--- config.mk ---
export PLATFORM = sky130hd
export DESIGN_NAME = trial_division_prime_test_top_flat
export DESIGN_NICKNAME = d
export VERILOG_FILES = /design/src/rtl/tdpt_pkg.sv /design/src/rtl/tdpt_cand_if.sv /design/src/rtl/tdpt_res_if.sv /design/src/rtl/trial_division_prime_test_top.sv /design/src/rtl/tdpt_ctrl.sv /design/src/rtl/tdpt_dpath.sv /design/src/flat_wrapper.sv
export SDC_FILE = /design/constraint.sdc
export NUM_CORES = 1
export LEC_CHECK = 0
export BUFFER_PORTS_ARGS = -buffer_cell sky130_fd_sc_hd__buf_2
export CAP_MARGIN = 10
export CORE_MARGIN = 2
export CORE_UTILIZATION = 45
export CTS_BUF_LIST = sky130_fd_sc_hd__clkbuf_8 sky130_fd_sc_hd__clkbuf_16
export DETAILED_ROUTE_END_ITERATION = 10
export HOLD_SLACK_MARGIN = 0.12
export PLACE_DENSITY_LB_ADDON = 0.08
export SYNTH_ARGS = -nofsm -noshare
export SYNTH_HDL_FRONTEND = slang
export SYNTH_SLANG_ARGS = --single-unit
--- constraint.sdc ---
create_clock -name clk_i -period 4.4 [get_ports clk_i]
set_input_delay 0.66 -clock clk_i [delete_from_list [all_inputs] [get_ports clk_i]]
set_output_delay 0.66 -clock clk_i [all_outputs]
set_load 0.03 [all_outputs]
--- src/rtl/tdpt_pkg.sv ---
// Shared types and constants of the trial-division prime tester.
package tdpt_pkg;

  localparam int unsigned CandWidth       = 16;
  localparam int unsigned CountWidth      = 16;
  localparam int unsigned ValueWidthDflt  = 16;

  typedef enum logic [2:0] {
    S_IDLE,
    S_CHECK,
    S_DIV,
    S_EVAL,
    S_DONE
  } state_e;

  // Controller to datapath.
  typedef struct packed {
    logic load;        // capture a new candidate, restart at divisor 3
    logic div_start;   // clear the remainder and load the dividend shifter
    logic div_step;    // one restoring-division bit
    logic next_div;    // advance to the next odd divisor
    logic verdict_we;  // write the verdict register
    logic verdict;     // value for the verdict register
    logic emit;        // move the verdict and count into the output register
  } cmd_t;

  // Datapath to controller.
  typedef struct packed {
    logic below_two; // candidate below two
    logic even;      // candidate is even
    logic is_two;    // candidate equals two
    logic sq_gt;     // divisor squared exceeds the candidate
    logic rem_zero;  // remainder of the finished division is zero
    logic div_last;  // the current division step is the last one
    logic out_busy;  // output register holds an item not taken this cycle
  } status_t;

endpackage

--- src/rtl/tdpt_cand_if.sv ---
// Candidate channel: valid/ready with one candidate number per item.
interface tdpt_cand_if;
  logic                                 valid;
  logic                                 ready;
  logic [tdpt_pkg::CandWidth-1:0]       candidate;

  modport source (output valid, output candidate, input ready);
  modport sink   (input valid, input candidate, output ready);
endinterface

--- src/rtl/tdpt_res_if.sv ---
// Result channel: valid/ready with the verdict and the running prime count.
interface tdpt_res_if;
  logic                                 valid;
  logic                                 ready;
  logic                                 is_prime;
  logic [tdpt_pkg::CountWidth-1:0]      prime_count;

  modport source (output valid, output is_prime, output prime_count, input ready);
  modport sink   (input valid, input is_prime, input prime_count, output ready);
endinterface

--- src/rtl/trial_division_prime_test_top.sv ---
// Top level of the trial-division prime tester: controller, datapath, checks.
//
//   channel   dir  handshake      payload
//   cand_i    in   valid/ready    candidate[15:0]
//   res_o     out  valid/ready    is_prime, prime_count[15:0]
//
// One item at a time. An item that is below two, even, or below nine is settled
// by the first check; otherwise each odd divisor is tried in turn (3, 5, 7, ...
// while divisor squared stays within the candidate) by the bit-serial divider,
// one quotient bit a cycle: a 16-bit prime near 65535 tries 127 divisors.
// Reset clears the controller, the output valid flag and the prime count.
// A result waits in the output register; the next item is accepted meanwhile
// and the block stalls at its end only while the previous result is not taken.
module trial_division_prime_test_top #(
  parameter int unsigned VALUE_WIDTH = tdpt_pkg::ValueWidthDflt
) (
  input  logic         clk_i,
  input  logic         rst_ni,
  tdpt_cand_if.sink    cand_i,
  tdpt_res_if.source   res_o
);

  tdpt_pkg::cmd_t    cmd;
  tdpt_pkg::status_t status;

  // Sequence the candidate checks and the per-divisor divisions.
  tdpt_ctrl u_ctrl (
    .clk_i      (clk_i),
    .rst_ni     (rst_ni),
    .in_valid_i (cand_i.valid),
    .in_ready_o (cand_i.ready),
    .status_i   (status),
    .cmd_o      (cmd)
  );

  // Hold the candidate, divisor, remainder and the output register.
  tdpt_dpath #(
    .VALUE_WIDTH (VALUE_WIDTH)
  ) u_dpath (
    .clk_i         (clk_i),
    .rst_ni        (rst_ni),
    .cand_i        (cand_i.candidate),
    .cmd_i         (cmd),
    .status_o      (status),
    .out_ready_i   (res_o.ready),
    .out_valid_o   (res_o.valid),
    .is_prime_o    (res_o.is_prime),
    .prime_count_o (res_o.prime_count)
  );

  // An accepted item keeps the block busy for at least the next cycle.
  assert property (@(posedge clk_i) disable iff (!rst_ni)
    (cand_i.valid && cand_i.ready) |=> !cand_i.ready)
    else $error("input ready right after an accepted item");

  // Never overwrite a result that is still waiting.
  assert property (@(posedge clk_i) disable iff (!rst_ni)
    cmd.emit |-> !(res_o.valid && !res_o.ready))
    else $error("result overwritten while stalled");

  // A prime result always carries a nonzero count.
  assert property (@(posedge clk_i) disable iff (!rst_ni)
    (res_o.valid && res_o.is_prime) |-> (res_o.prime_count != '0))
    else $error("prime reported with zero count");

  // An emitted item shows up as a valid result in the next cycle.
  assert property (@(posedge clk_i) disable iff (!rst_ni)
    cmd.emit |=> res_o.valid)
    else $error("emitted item not presented");

endmodule

--- src/rtl/tdpt_ctrl.sv ---
// Sequencing state machine of the trial-division prime tester.
module tdpt_ctrl (
  input  logic              clk_i,
  input  logic              rst_ni,
  input  logic              in_valid_i,
  output logic              in_ready_o,
  input  tdpt_pkg::status_t status_i,
  output tdpt_pkg::cmd_t    cmd_o
);

  tdpt_pkg::state_e state_q, state_d;

  always_ff @(posedge clk_i or negedge rst_ni) begin
    if (!rst_ni) begin
      state_q <= tdpt_pkg::S_IDLE;
    end else begin
      state_q <= state_d;
    end
  end

  always_comb begin
    state_d    = state_q;
    in_ready_o = 1'b0;
    cmd_o      = '0;
    case (state_q)
      tdpt_pkg::S_IDLE: begin
        in_ready_o = 1'b1;
        if (in_valid_i) begin
          cmd_o.load = 1'b1;
          state_d    = tdpt_pkg::S_CHECK;
        end
      end
      tdpt_pkg::S_CHECK: begin
        if (status_i.below_two) begin
          cmd_o.verdict_we = 1'b1;
          cmd_o.verdict    = 1'b0;
          state_d          = tdpt_pkg::S_DONE;
        end else if (status_i.even) begin
          cmd_o.verdict_we = 1'b1;
          cmd_o.verdict    = status_i.is_two;
          state_d          = tdpt_pkg::S_DONE;
        end else if (status_i.sq_gt) begin
          cmd_o.verdict_we = 1'b1;
          cmd_o.verdict    = 1'b1;
          state_d          = tdpt_pkg::S_DONE;
        end else begin
          cmd_o.div_start = 1'b1;
          state_d         = tdpt_pkg::S_DIV;
        end
      end
      tdpt_pkg::S_DIV: begin
        cmd_o.div_step = 1'b1;
        if (status_i.div_last) begin
          state_d = tdpt_pkg::S_EVAL;
        end
      end
      tdpt_pkg::S_EVAL: begin
        if (status_i.rem_zero) begin
          cmd_o.verdict_we = 1'b1;
          cmd_o.verdict    = 1'b0;
          state_d          = tdpt_pkg::S_DONE;
        end else begin
          cmd_o.next_div = 1'b1;
          state_d        = tdpt_pkg::S_CHECK;
        end
      end
      tdpt_pkg::S_DONE: begin
        if (!status_i.out_busy) begin
          cmd_o.emit = 1'b1;
          state_d    = tdpt_pkg::S_IDLE;
        end
      end
      default: begin
        state_d = tdpt_pkg::S_IDLE;
      end
    endcase
  end

endmodule

--- src/rtl/tdpt_dpath.sv ---
// Datapath: candidate, odd divisor and its square, bit-serial divider, output register.
module tdpt_dpath #(
  parameter int unsigned VALUE_WIDTH = tdpt_pkg::ValueWidthDflt
) (
  input  logic                              clk_i,
  input  logic                              rst_ni,
  input  logic [tdpt_pkg::CandWidth-1:0]    cand_i,
  input  tdpt_pkg::cmd_t                    cmd_i,
  output tdpt_pkg::status_t                 status_o,
  input  logic                              out_ready_i,
  output logic                              out_valid_o,
  output logic                              is_prime_o,
  output logic [tdpt_pkg::CountWidth-1:0]   prime_count_o
);

  localparam int unsigned W    = VALUE_WIDTH;
  localparam int unsigned IdxW = $clog2(VALUE_WIDTH);

  logic [31+tdpt_pkg::CandWidth:0] cand_ext;
  logic [W-1:0]   n_q, d_q, rem_q, shift_q;
  logic [W+1:0]   sq_q;
  logic [IdxW-1:0] cnt_q;
  logic [W:0]     trial;
  logic [W-1:0]   rem_d;
  logic           verdict_q;
  logic           out_valid_q, is_prime_q;
  logic [tdpt_pkg::CountWidth-1:0] count_q;

  // Bits of the candidate above VALUE_WIDTH are dropped.
  assign cand_ext = {32'd0, cand_i};

  // Restoring division: shift in one dividend bit, subtract when it fits.
  assign trial = {rem_q, shift_q[W-1]};
  always_comb begin
    if (trial >= {1'b0, d_q}) begin
      rem_d = W'(trial - {1'b0, d_q});
    end else begin
      rem_d = trial[W-1:0];
    end
  end

  always_ff @(posedge clk_i) begin
    if (cmd_i.load) begin
      n_q  <= cand_ext[W-1:0];
      d_q  <= W'(3);
      sq_q <= (W+2)'(9);
    end else if (cmd_i.next_div) begin
      d_q  <= d_q + W'(2);
      sq_q <= sq_q + {d_q, 2'b00} + (W+2)'(4);
    end
    if (cmd_i.div_start) begin
      rem_q   <= '0;
      shift_q <= n_q;
      cnt_q   <= IdxW'(W - 1);
    end else if (cmd_i.div_step) begin
      rem_q   <= rem_d;
      shift_q <= {shift_q[W-2:0], 1'b0};
      cnt_q   <= cnt_q - IdxW'(1);
    end
    if (cmd_i.verdict_we) begin
      verdict_q <= cmd_i.verdict;
    end
    if (cmd_i.emit) begin
      is_prime_q <= verdict_q;
    end
  end

  always_ff @(posedge clk_i or negedge rst_ni) begin
    if (!rst_ni) begin
      out_valid_q <= 1'b0;
      count_q     <= '0;
    end else begin
      if (cmd_i.emit) begin
        out_valid_q <= 1'b1;
        if (verdict_q && (count_q != '1)) begin
          count_q <= count_q + tdpt_pkg::CountWidth'(1);
        end
      end else if (out_ready_i) begin
        out_valid_q <= 1'b0;
      end
    end
  end

  assign status_o.below_two = (n_q[W-1:1] == '0);
  assign status_o.even      = ~n_q[0];
  assign status_o.is_two    = (n_q == W'(2));
  assign status_o.sq_gt     = (sq_q > {2'b00, n_q});
  assign status_o.rem_zero  = (rem_q == '0);
  assign status_o.div_last  = (cnt_q == '0);
  assign status_o.out_busy  = out_valid_q & ~out_ready_i;

  assign out_valid_o   = out_valid_q;
  assign is_prime_o    = is_prime_q;
  assign prime_count_o = count_q;

endmodule

--- src/flat_wrapper.sv ---
// flat-port wrapper written by rule: the top's interface ports become plain ports
module trial_division_prime_test_top_flat 
#(
  parameter int unsigned VALUE_WIDTH = tdpt_pkg::ValueWidthDflt
)
  (clk_i, rst_ni, cand_i_valid, cand_i_candidate, cand_i_ready, res_o_valid, res_o_is_prime, res_o_prime_count, res_o_ready);
  tdpt_cand_if cand_i_i ();
  tdpt_res_if res_o_i ();
  input  logic clk_i;
  input  logic rst_ni;
  input wire logic [$bits(cand_i_i.valid)-1:0] cand_i_valid;
  input wire logic [$bits(cand_i_i.candidate)-1:0] cand_i_candidate;
  output wire logic [$bits(cand_i_i.ready)-1:0] cand_i_ready;
  output wire logic [$bits(res_o_i.valid)-1:0] res_o_valid;
  output wire logic [$bits(res_o_i.is_prime)-1:0] res_o_is_prime;
  output wire logic [$bits(res_o_i.prime_count)-1:0] res_o_prime_count;
  input wire logic [$bits(res_o_i.ready)-1:0] res_o_ready;
  assign cand_i_i.valid = cand_i_valid;
  assign cand_i_i.candidate = cand_i_candidate;
  assign cand_i_ready = cand_i_i.ready;
  assign res_o_valid = res_o_i.valid;
  assign res_o_is_prime = res_o_i.is_prime;
  assign res_o_prime_count = res_o_i.prime_count;
  assign res_o_i.ready = res_o_ready;
  trial_division_prime_test_top #(.VALUE_WIDTH(VALUE_WIDTH)) u_core (.clk_i(clk_i), .rst_ni(rst_ni), .cand_i(cand_i_i), .res_o(res_o_i));
endmodule
==> results.cfg, run 1 <==
[run_status]
status = completed

[route]
drt-initial-drc-count = 365
wire_per_inst_um = 15.9
route.vias.total = 4828
routed_via_density = 5.51
wl_met2_mm = 6.51
ant_nets = 0
drc = 0
routed.top_layer = met4
dr_wl_met3_um = 542
met1_length_mm = 6.50
wirelength_mm = 13.9
drt_pass1_iterations = 4

[power]
power_frac_seq_pct = 33.9
vdd_drop_max_v = 0.000256
p_leak_nw = 2.98
combPwrFrac_pct = 47.3
sw_frac_of_total_pct = 41.3
intPower_mw = 2.59
p_per_area_mw_per_mm2 = 648
p_sw_mw = 1.82
p_clk_share_pct = 18.9

[synthesis]
ys_ff_latch = 104
synthArstFlopShare_pct = 19.2
yosysWarnings = 0
yosysTopAreaCellShare_pct = 16.6
postSynthCellCount = 659
synth.most_common_cell = nand2_1
yosysTopAreaCell = edfxtp_1
ys_types = 68
netlist_area_mm2 = 0.00615
ys_seq_area_share_pct = 41.0
syn_nets = 740
ys.flop_type = dfxtp_1
synthTopCellsByCount = nand2_1 (81), ha_1 (59), dfxtp_1 (50)
ys_top_cells_by_area = edfxtp_1 (17%), dfxtp_1 (16%), ha_1 (12%), dfrtp_1 (8.1%), xnor2_1 (5.7%)
syn_area_per_cell_um2 = 9.33
synth_edf_count = 34

[clock_network]
cts_resized = 0
tritoncts = yes
cts.sinks = 104
hold_buffers = 0
htreeDepth = 3
worstSkewPairLatency_ns = 0.35
cts_buffers = 9
clockBufferDepth = 2
path_clk_slew_ns = 0.07
cts_root_buf = clkbuf_16
postCtsSetupBuffers = 0

[sta]
slew_viol_final = 0
max_freq_ghz = 0.315
worstMarginPinSlew_ns = 0.884
maxSlewHeadroom_pct = 40.5
fin_worst_skew_ns = 0.00496
fin_crit_ns = 3.17
period_share_pct = 72.2
hold_viol_final = 0
setup_tns_ns = 0
report.final.setup_viol = 0
rsz0062_at_grt = false

[layout]
syn_to_final_growth_pct = 10.9
diodes = 0
nets = 777
drive_gt1_share_pct = 10.1
layout.cells.non_filler = 877

[global_route]
antenna_found_initial = 0
grt_first_pass_wirelength_mm = 23.2
overflow = 0
track_usage_pct = 20.3
grt_start_max_net_pins = 42
grt_pass1_vias = 4706

[placement]
dp_hpwl_mm = 10.8
gp_congestion = 0.866
portBuffers = 38
placedCellCount = 861

[hold_path]
hold_class = in -> async

[floorplanning]
core_mm2 = 0.0133
fp.dieW_um = 121
io_pins = 39
start_util_pct = 46.2
die_height_um = 121
row_count = 42
dieArea_mm2 = 0.0146

[run]
maxCapViolCount = 0

[setup_path]
cp.required_ns = 4.51
cp_top_family = simple AND/OR/NAND/NOR gates
crit_slowest_cell = or4_1
worstPathCellList = inv_1 -> ha_1 -> nand4_1 -> or4_1 -> nor4bb_1 -> a211oi_2 -> or3_1 -> buf_4 -> mux2_2
critPathArrivalTime_ns = 3.28
critPathMaxStageDelay_ns = 0.52
cp_max_fo = 31
cp-end-kind = register
regToRegSetupSlack_ns = 1.23
cp_num_buf_inv = 2
worstSetupStartpointType = register
crit_type = reg -> reg
[area by class of cell]
type	count	area, µm²
inverters	45	169
flip-flops and latches	104	2520
clock inverters	6	66.3
well taps	176	220
multi-input cells	492	3370
repair buffers	44	235
fillers	1287	6480
clock buffers	10	239
[cells by family (layout without fill, tap and decap cells)]
family	count (synthesis)	in the layout	synth area share [%]
AOI/OAI and AO/OA	147	147	15.6
buffers and inverters	63	105	4.19
xor gates and xnor gates	51	51	7.27
muxes	10	10	1.71
adders and majority gates	61	61	12.7
DFF	104	104	41.0
and+or+nand+nor	223	223	17.5
[layout by cell type, fill, tap and decap left out, types with 7 or more instances in the layout]
cell       Yosys  layout
a21oi_1       38      38
nor4_1         9       9
dfxtp_1       50      50
o21ai_0       38      38
edfxtp_1      34      34
nand3_1       19      19
dfrtp_1       20      20
o22ai_1        8       8
nand2_1       81      81
nor2_1        47      47
nand4_1       14      14
a21o_1        11      11
xnor2_1       40      40
clkbuf_16      0       9
xor2_1        11      11
inv_1         44      45
ha_1          59      59
nor3_1        13      13
buf_2          5      38
a211oi_1       7       7
[per-stage QoR]
| stage | instance area, µm² | power, mW | setup slack, ns | hold slack, ns | utilization, % |
|---|---|---|---|---|---|
| floorplan | 6150 | 3.07 | 1.63 | 0.364 | - |
| global placement | 6510 | 3.57 | 1.30 | 0.473 | 49.0 |
| detailed placement | 6510 | 3.60 | 1.24 | 0.473 | 49.0 |
| CTS | 6820 | 4.44 | 1.23 | 0.258 | 51.3 |
| global route | 6820 | 4.76 | 0.956 | 0.291 | 51.3 |
| finish | 6820 | 4.42 | 1.23 | 0.248 | 51.3 |
[registers in the layout (all words and copies together), names as in the netlist]
register,flops
u_core.u_dpath.n_q,16
u_core.u_dpath.prime_count_o,16
u_core.u_dpath.rem_q,16
u_core.u_dpath.shift_q,16
u_core.u_dpath.d_q,15
u_core.u_dpath.sq_q,15
u_core.u_dpath.cnt_q,4
u_core.u_ctrl.state_q,3
u_core.u_dpath.is_prime_o,1
u_core.u_dpath.out_valid_o,1
u_core.u_dpath.verdict_q,1
[final timing paths]
path	from	endpoint	cells past startpoint
worst max-delay path	u_core.u_dpath.n_q[15]	u_core.u_dpath.shift_q[1]	9
worst min register to register	u_core.u_dpath.sq_q[14]	u_core.u_dpath.sq_q[14]	2
worst min-delay path	rst_ni	u_core.u_dpath.prime_count_o[12]	1
max in group asynchronous	rst_ni	u_core.u_ctrl.state_q[1]	1
worst max register to register	u_core.u_dpath.n_q[15]	u_core.u_dpath.shift_q[1]	9
min in group clk_i	u_core.u_dpath.sq_q[14]	u_core.u_dpath.sq_q[14]	2
[power by group through the flow]
| stage | clock [mW] | sequential [mW] | combinational, mW |
|---|---|---|---|
| CTS | 0.852 | 1.49 | 2.10 |
| detailed placement | 0 | 1.51 | 2.09 |
| global route | 0.890 | 1.52 | 2.35 |
| global placement | 0 | 1.51 | 2.06 |
| floorplan | 0 | 1.47 | 1.60 |
| finish | 0.833 | 1.50 | 2.09 |
[metal layers]
metal / track usage, % / up-vias
met2: 32.7 / 90
met4: 8.87 / 0
met1: 27.1 / 2260
met5: 0 / -
li1: - / 2454
met3: 3.15 / 24
No activity file was read; power rests on OpenSTA's default activity.
==> run 2, diff against run 1 <==
==> constraint.sdc (replaced) <==
create_clock -name clk_i -period 2.8 [get_ports clk_i]
set_input_delay 0.42 -clock clk_i [delete_from_list [all_inputs] [get_ports clk_i]]
set_output_delay 0.42 -clock clk_i [all_outputs]
set_load 0.03 [all_outputs]
==> run 2 against run 1 <==
Against the previous run:
- utilization up 1.6 points
- critical path depth grew 2
- global-route usage up 0.24 points
- final cell count up 2.6%
==> results.cfg, run 2 (synthesized netlist as in run 1, its figures left out) <==
[setup_path]
cp_max_fo = 5
crit_type = reg -> reg
cp-end-kind = register
critPathArrivalTime_ns = 2.92
worstSetupStartpointType = register
cp.required_ns = 3.05

[sta]
worstMarginPinSlew_ns = 0.814
period_share_pct = 95.6
max_freq_ghz = 0.374
report.final.setup_viol = 0
maxSlewHeadroom_pct = 45.7
whs_ns = 0.235
fin_worst_skew_ns = 0.00673
hold_viol_final = 0
fin_crit_ns = 2.68
slew_viol_final = 0

[layout]
syn_to_final_growth_pct = 14.5
fillers = 1238
nets = 800
regArea_mm2 = 0.00252
diodes = 0
drive_gt1_share_pct = 13.7
layout_commonest_cell = nand2_1
final_cell_area_mm2 = 0.00704
mostFrequentLayoutCells = nand2_1 (81), ha_1 (57), dfxtp_1 (50)
multi_input_area_mm2 = 0.00341

[floorplanning]
fp.dieW_um = 121
row_count = 42
start_util_pct = 46.2
io_pins = 39
core_mm2 = 0.0133
die_height_um = 121
dieArea_mm2 = 0.0146

[route]
routed_via_density = 5.54
wire_per_inst_um = 15.9
route.vias.total = 4989
ant_nets = 0
wirelength_mm = 14.3
drt-initial-drc-count = 325
drc = 0
drt_pass1_iterations = 5

[clock_network]
cts_buffers = 9
cts_root_buf = clkbuf_16
tritoncts = yes
clockBufferDepth = 2
worstSkewPairLatency_ns = 0.36
path_clk_slew_ns = 0.07
htreeDepth = 3
cts.sinks = 104

[run_status]
status = completed

[global_route]
grt_first_pass_wirelength_mm = 23.4
grt_start_max_net_pins = 27
grt_pass1_vias = 4663
antenna_found_initial = 0
overflow = 0
track_usage_pct = 20.6

[placement]
gp_congestion = 0.892
dp_hpwl_mm = 10.9
portBuffers = 38
placed_area_mm2 = 0.00670

[hold_path]
hold_class = in -> reg

[power]
vdd_drop_max_v = 0.000463
p_leak_nw = 3.09
power_mw = 7.15
p_per_area_mw_per_mm2 = 1020

[run]
maxCapViolCount = 0
[run 2: critical path, cell delays in order, from the launching register on]
cell and delay [ns]:
edfxtp_1 0.38, inv_1 0.10, ha_4 0.28, nand4_1 0.11, or4_4 0.50, nor3_2 0.18, a211oi_2 0.07, buf_4 0.17
nor3_4 0.20, nor2_2 0.06, buf_4 0.18, a221o_1 0.33
[run 2: metal layers]
metal | up-vias | track usage (%) | routed length [µm] | share of wire [%]
met2 | 102 | 32.7 | 6680 | 47
met5 | - | 0 | 0 | 0
met1 | 2362 | 28.1 | 6870 | 48
met3 | 18 | 2.77 | 480 | 3.4
met4 | 0 | 8.79 | 291 | 2.0
li1 | 2507 | - | - | -
[run 2: final cells by class]
type                    count  area share, %
clock inverters             7          0.782
clock buffers               9           3.20
well taps                 176           3.13
multi-input cells         492           48.4
repair buffers             67           6.24
inverters                  45           2.40
flip-flops and latches    104           35.8
[run 2: power by group]
part	leakage [nW]	switching [mW]	internal (mW)
clock	0.139	0.605	0.613
sequential	0.995	0.345	2.00
combinational	1.96	2.00	1.59
total	3.09	2.95	4.20
[run 2: worst paths after layout]
kind	start	end	slack (ns)	cells after the start
max reg2reg	u_core.u_dpath.n_q[15]	u_core.u_dpath.rem_q[3]	0.12	11
max	u_core.u_dpath.n_q[15]	u_core.u_dpath.rem_q[3]	0.12	11
min in group asynchronous	rst_ni	u_core.u_dpath.prime_count_o[14]	0.54	2
min reg2reg	u_core.u_dpath.sq_q[4]	u_core.u_dpath.sq_q[4]	0.49	2
min	cand_i_candidate[0]	u_core.u_dpath.n_q[0]	0.23	1
max in group asynchronous	rst_ni	u_core.u_ctrl.state_q[2]	1.96	2
[run 2: repair_timing]
item / in CTS / in global routing
gates resized for setup: 0 / 7
setup buffers: 0 / 0
setup endpoints to repair: 0 / 30
hold buffers: 1 / 0
hold endpoints to repair: 20 / 0
[run 2: per-stage QoR]
stage	setup WS (ns)	instances	util [%]	setup TNS (ns)
CTS	0.0918	900	52.6	0
detailed placement	0.0921	883	50.4	0
finish	0.123	900	52.9	0
global placement	0.179	883	50.4	0
global route	-0.00927	900	52.9	-0.0153
floorplan	0.0288	659	-	0
==> run 3, diff against run 2 <==
--- a/config.mk
+++ b/config.mk
@@ -7,9 +7,12 @@
 export LEC_CHECK = 0
 export BUFFER_PORTS_ARGS = -buffer_cell sky130_fd_sc_hd__buf_2
 export CAP_MARGIN = 10
+export CELL_PAD_IN_SITES_DETAIL_PLACEMENT = 0
+export CELL_PAD_IN_SITES_GLOBAL_PLACEMENT = 1
 export CORE_MARGIN = 2
-export CORE_UTILIZATION = 45
+export CORE_UTILIZATION = 43
 export CTS_BUF_LIST = sky130_fd_sc_hd__clkbuf_8 sky130_fd_sc_hd__clkbuf_16
+export CTS_CLUSTER_SIZE = 28
 export DETAILED_ROUTE_END_ITERATION = 10
 export HOLD_SLACK_MARGIN = 0.12
 export PLACE_DENSITY_LB_ADDON = 0.08
==> constraint.sdc (replaced) <==
create_clock -name clk_i -period 2.4 [get_ports clk_i]
set_input_delay 0.36 -clock clk_i [delete_from_list [all_inputs] [get_ports clk_i]]
set_output_delay 0.36 -clock clk_i [all_outputs]
set_load 0.03 [all_outputs]
==> run 3 against run 2 <==
Against the previous run:
- the flow now finishes with violations (negative setup slack)
- final cell count is 9.4% higher
- routed wire length is 15% higher
- fmax is 4.3% higher
- largest power group unchanged
- critical path depth stayed put
- sequential share of layout area is 5.0 points lower
- flip-flop and latch count stayed put
- critical endpoint is now u_core.u_dpath.rem_q[4]
==> results.cfg, run 3 (synthesized netlist as in run 1, its figures left out) <==
[setup_path]
cp-end-kind = register
regToRegSetupSlack_ns = -0.17
critPathArrivalTime_ns = 2.81
reg2reg_depth = 11
r2r-start = u_core.u_dpath.n_q[14]
cp.required_ns = 2.64
worstSetupStartpointType = register
critPathMostFrequentCell = nor3_4
worstPathCellList = inv_2 -> ha_4 -> nand4_1 -> or4_4 -> nor3_4 -> a211oi_2 -> buf_4 -> nor3_4 -> nor2_4 -> buf_12 -> a221o_1
crit_type = reg -> reg
cp_max_fo = 5
rr_endpoint = u_core.u_dpath.rem_q[4]
critPathMaxStageDelay_ns = 0.45
crit_slowest_cell = or4_4

[layout]
final_cell_area_mm2 = 0.00821
nets = 881
layout_commonest_cell = buf_4
syn_to_final_growth_pct = 33.5
drive_gt1_share_pct = 32.5
fin_util_pct = 58.9
mostFrequentLayoutCells = buf_4 (98), nand2_1 (67), nor2_1 (46)
diodes = 0

[global_route]
antenna_found_initial = 0
grt_first_pass_wirelength_mm = 25.8
grt_start_max_net_pins = 24
grt_pass1_vias = 5107
overflow = 0
track_usage_pct = 21.9

[hold_path]
hold_class = in -> reg
min_from = cand_i_candidate[6]
min_path_cells = 1
hold_end = u_core.u_dpath.n_q[6]

[sta]
fin_worst_skew_ns = 0.00729
max_freq_ghz = 0.390
maxSlewHeadroom_pct = 65.1
worstMarginPinSlew_ns = 0.520
rsz0062_at_grt = true
period_share_pct = 107
hold_viol_final = 0
fin_crit_ns = 2.57
slew_viol_final = 0
report.final.setup_viol = 42
setup_ws_ns = -0.165

[floorplanning]
core_mm2 = 0.0139
start_util_pct = 44.1
dieArea_mm2 = 0.0153
die_height_um = 124
fp.dieW_um = 124
row_count = 43
io_pins = 39

[clock_network]
htreeDepth = 3
cts_root_buf = clkbuf_16
worstSkewPairLatency_ns = 0.36
path_clk_slew_ns = 0.07
clockBufferDepth = 2
cts.sinks = 104
tritoncts = yes
cts_buffers = 9

[placement]
post-place-ws_ns = -0.235
gp_congestion = 0.896
dp_hpwl_mm = 12.0
placed_area_mm2 = 0.00731
portBuffers = 38

[route]
route.vias.total = 5393
wirelength_mm = 16.5
drt_pass1_iterations = 4
drt-initial-drc-count = 325
wire_per_inst_um = 16.8
drc = 0
routed_via_density = 5.48
ant_nets = 0

[run_status]
violations = negative setup slack
status = complete, but fails checks

[run]
maxCapViolCount = 0

[power]
p_leak_nw = 3.56
p_per_area_mw_per_mm2 = 1200
vdd_drop_max_v = 0.000766
[run 3: changes by cell type in the layout (fill, tap and decap cells not counted), moves of 7 or more]
cell,previous run,this run
ha_1,57,42
o21ai_0,38,16
o21ai_1,1,11
dfxtp_1,50,43
ha_4,2,13
a21oi_1,38,30
a21oi_2,0,7
nand2_1,81,67
inv_1,44,36
nand2_4,0,8
buf_4,25,98
o21ai_2,0,12
[run 3: critical path, delay by kind of cell (launching register included)]
| family | cells | cell delay [ns] |
|---|---|---|
| AO/OA/AOI/OAI | 2 | 0.41 |
| flip-flops | 1 | 0.39 |
| adder cells (fa/ha/maj) | 1 | 0.27 |
| AND/OR/NAND/NOR | 5 | 1.00 |
| buffers and inverters | 3 | 0.38 |
[run 3: worst max-delay path by stage]
stage	startpoint	to	slack [ns]	cells after the start
after floorplan	u_core.u_dpath.n_q[11]	u_core.u_dpath.shift_q[0]	-0.14	9
after global placement	u_core.u_dpath.n_q[12]	u_core.u_dpath.shift_q[15]	-0.16	10
after detailed placement	u_core.u_dpath.n_q[14]	u_core.u_dpath.shift_q[14]	-0.24	10
after CTS	u_core.u_dpath.n_q[15]	u_core.u_dpath.rem_q[4]	-0.11	11
after global routing	u_core.u_dpath.n_q[14]	u_core.u_dpath.shift_q[11]	-0.26	11
final	u_core.u_dpath.n_q[14]	u_core.u_dpath.rem_q[4]	-0.17	11
[run 3: layout make-up]
class,instances,area (µm²)
Fill cell,1207,5730
Inverter,45,175
Clock buffer,10,239
Tap cell,180,225
Sequential cell,104,2530
Multi-Input combinational cell,492,3870
Timing Repair Buffer,148,1110
Clock inverter,6,47.5
[run 3: per-layer routing]
layer / track usage [%] / routed length (µm) / vias to the layer above / part of all wire [%]
li1: - / - / 2673 / -
met1: 30.0 / 7830 / 2619 / 47
met2: 36.0 / 7990 / 86 / 48
met3: 3.92 / 509 / 15 / 3.1
met4: 5.18 / 180 / 0 / 1.1
met5: 0 / 0 / - / 0
[run 3: where the power goes]
group	internal, mW	leakage [nW]	total (mW)	switching, mW
combinational	2.76	2.42	5.65	2.88
sequential	2.34	0.998	2.74	0.407
clock	0.747	0.142	1.47	0.720
[run 3: what timing repair did]
| item | 4_1_cts | 5_1_grt |
|---|---|---|
| gates resized for setup | 38 | 76 |
| endpoints found under the setup margin | 51 | 58 |
| gates cloned | 0 | 2 |
| endpoints found under the hold margin | 20 | 0 |
| hold buffers | 1 | 0 |
| setup buffers | 6 | 6 |
| pin swaps | 23 | 32 |
[run 3: stage by stage]
stage	power [mW]	hold WS [ns]	setup TNS (ns)	cells
global route	10.5	0.156	-9.92	985
finish	9.86	0.173	-4.83	985
CTS	9.34	0.159	-2.23	978
global placement	7.50	0.325	-4.47	955
floorplan	5.78	0.0644	-3.04	659
detailed placement	7.58	0.331	-6.20	955
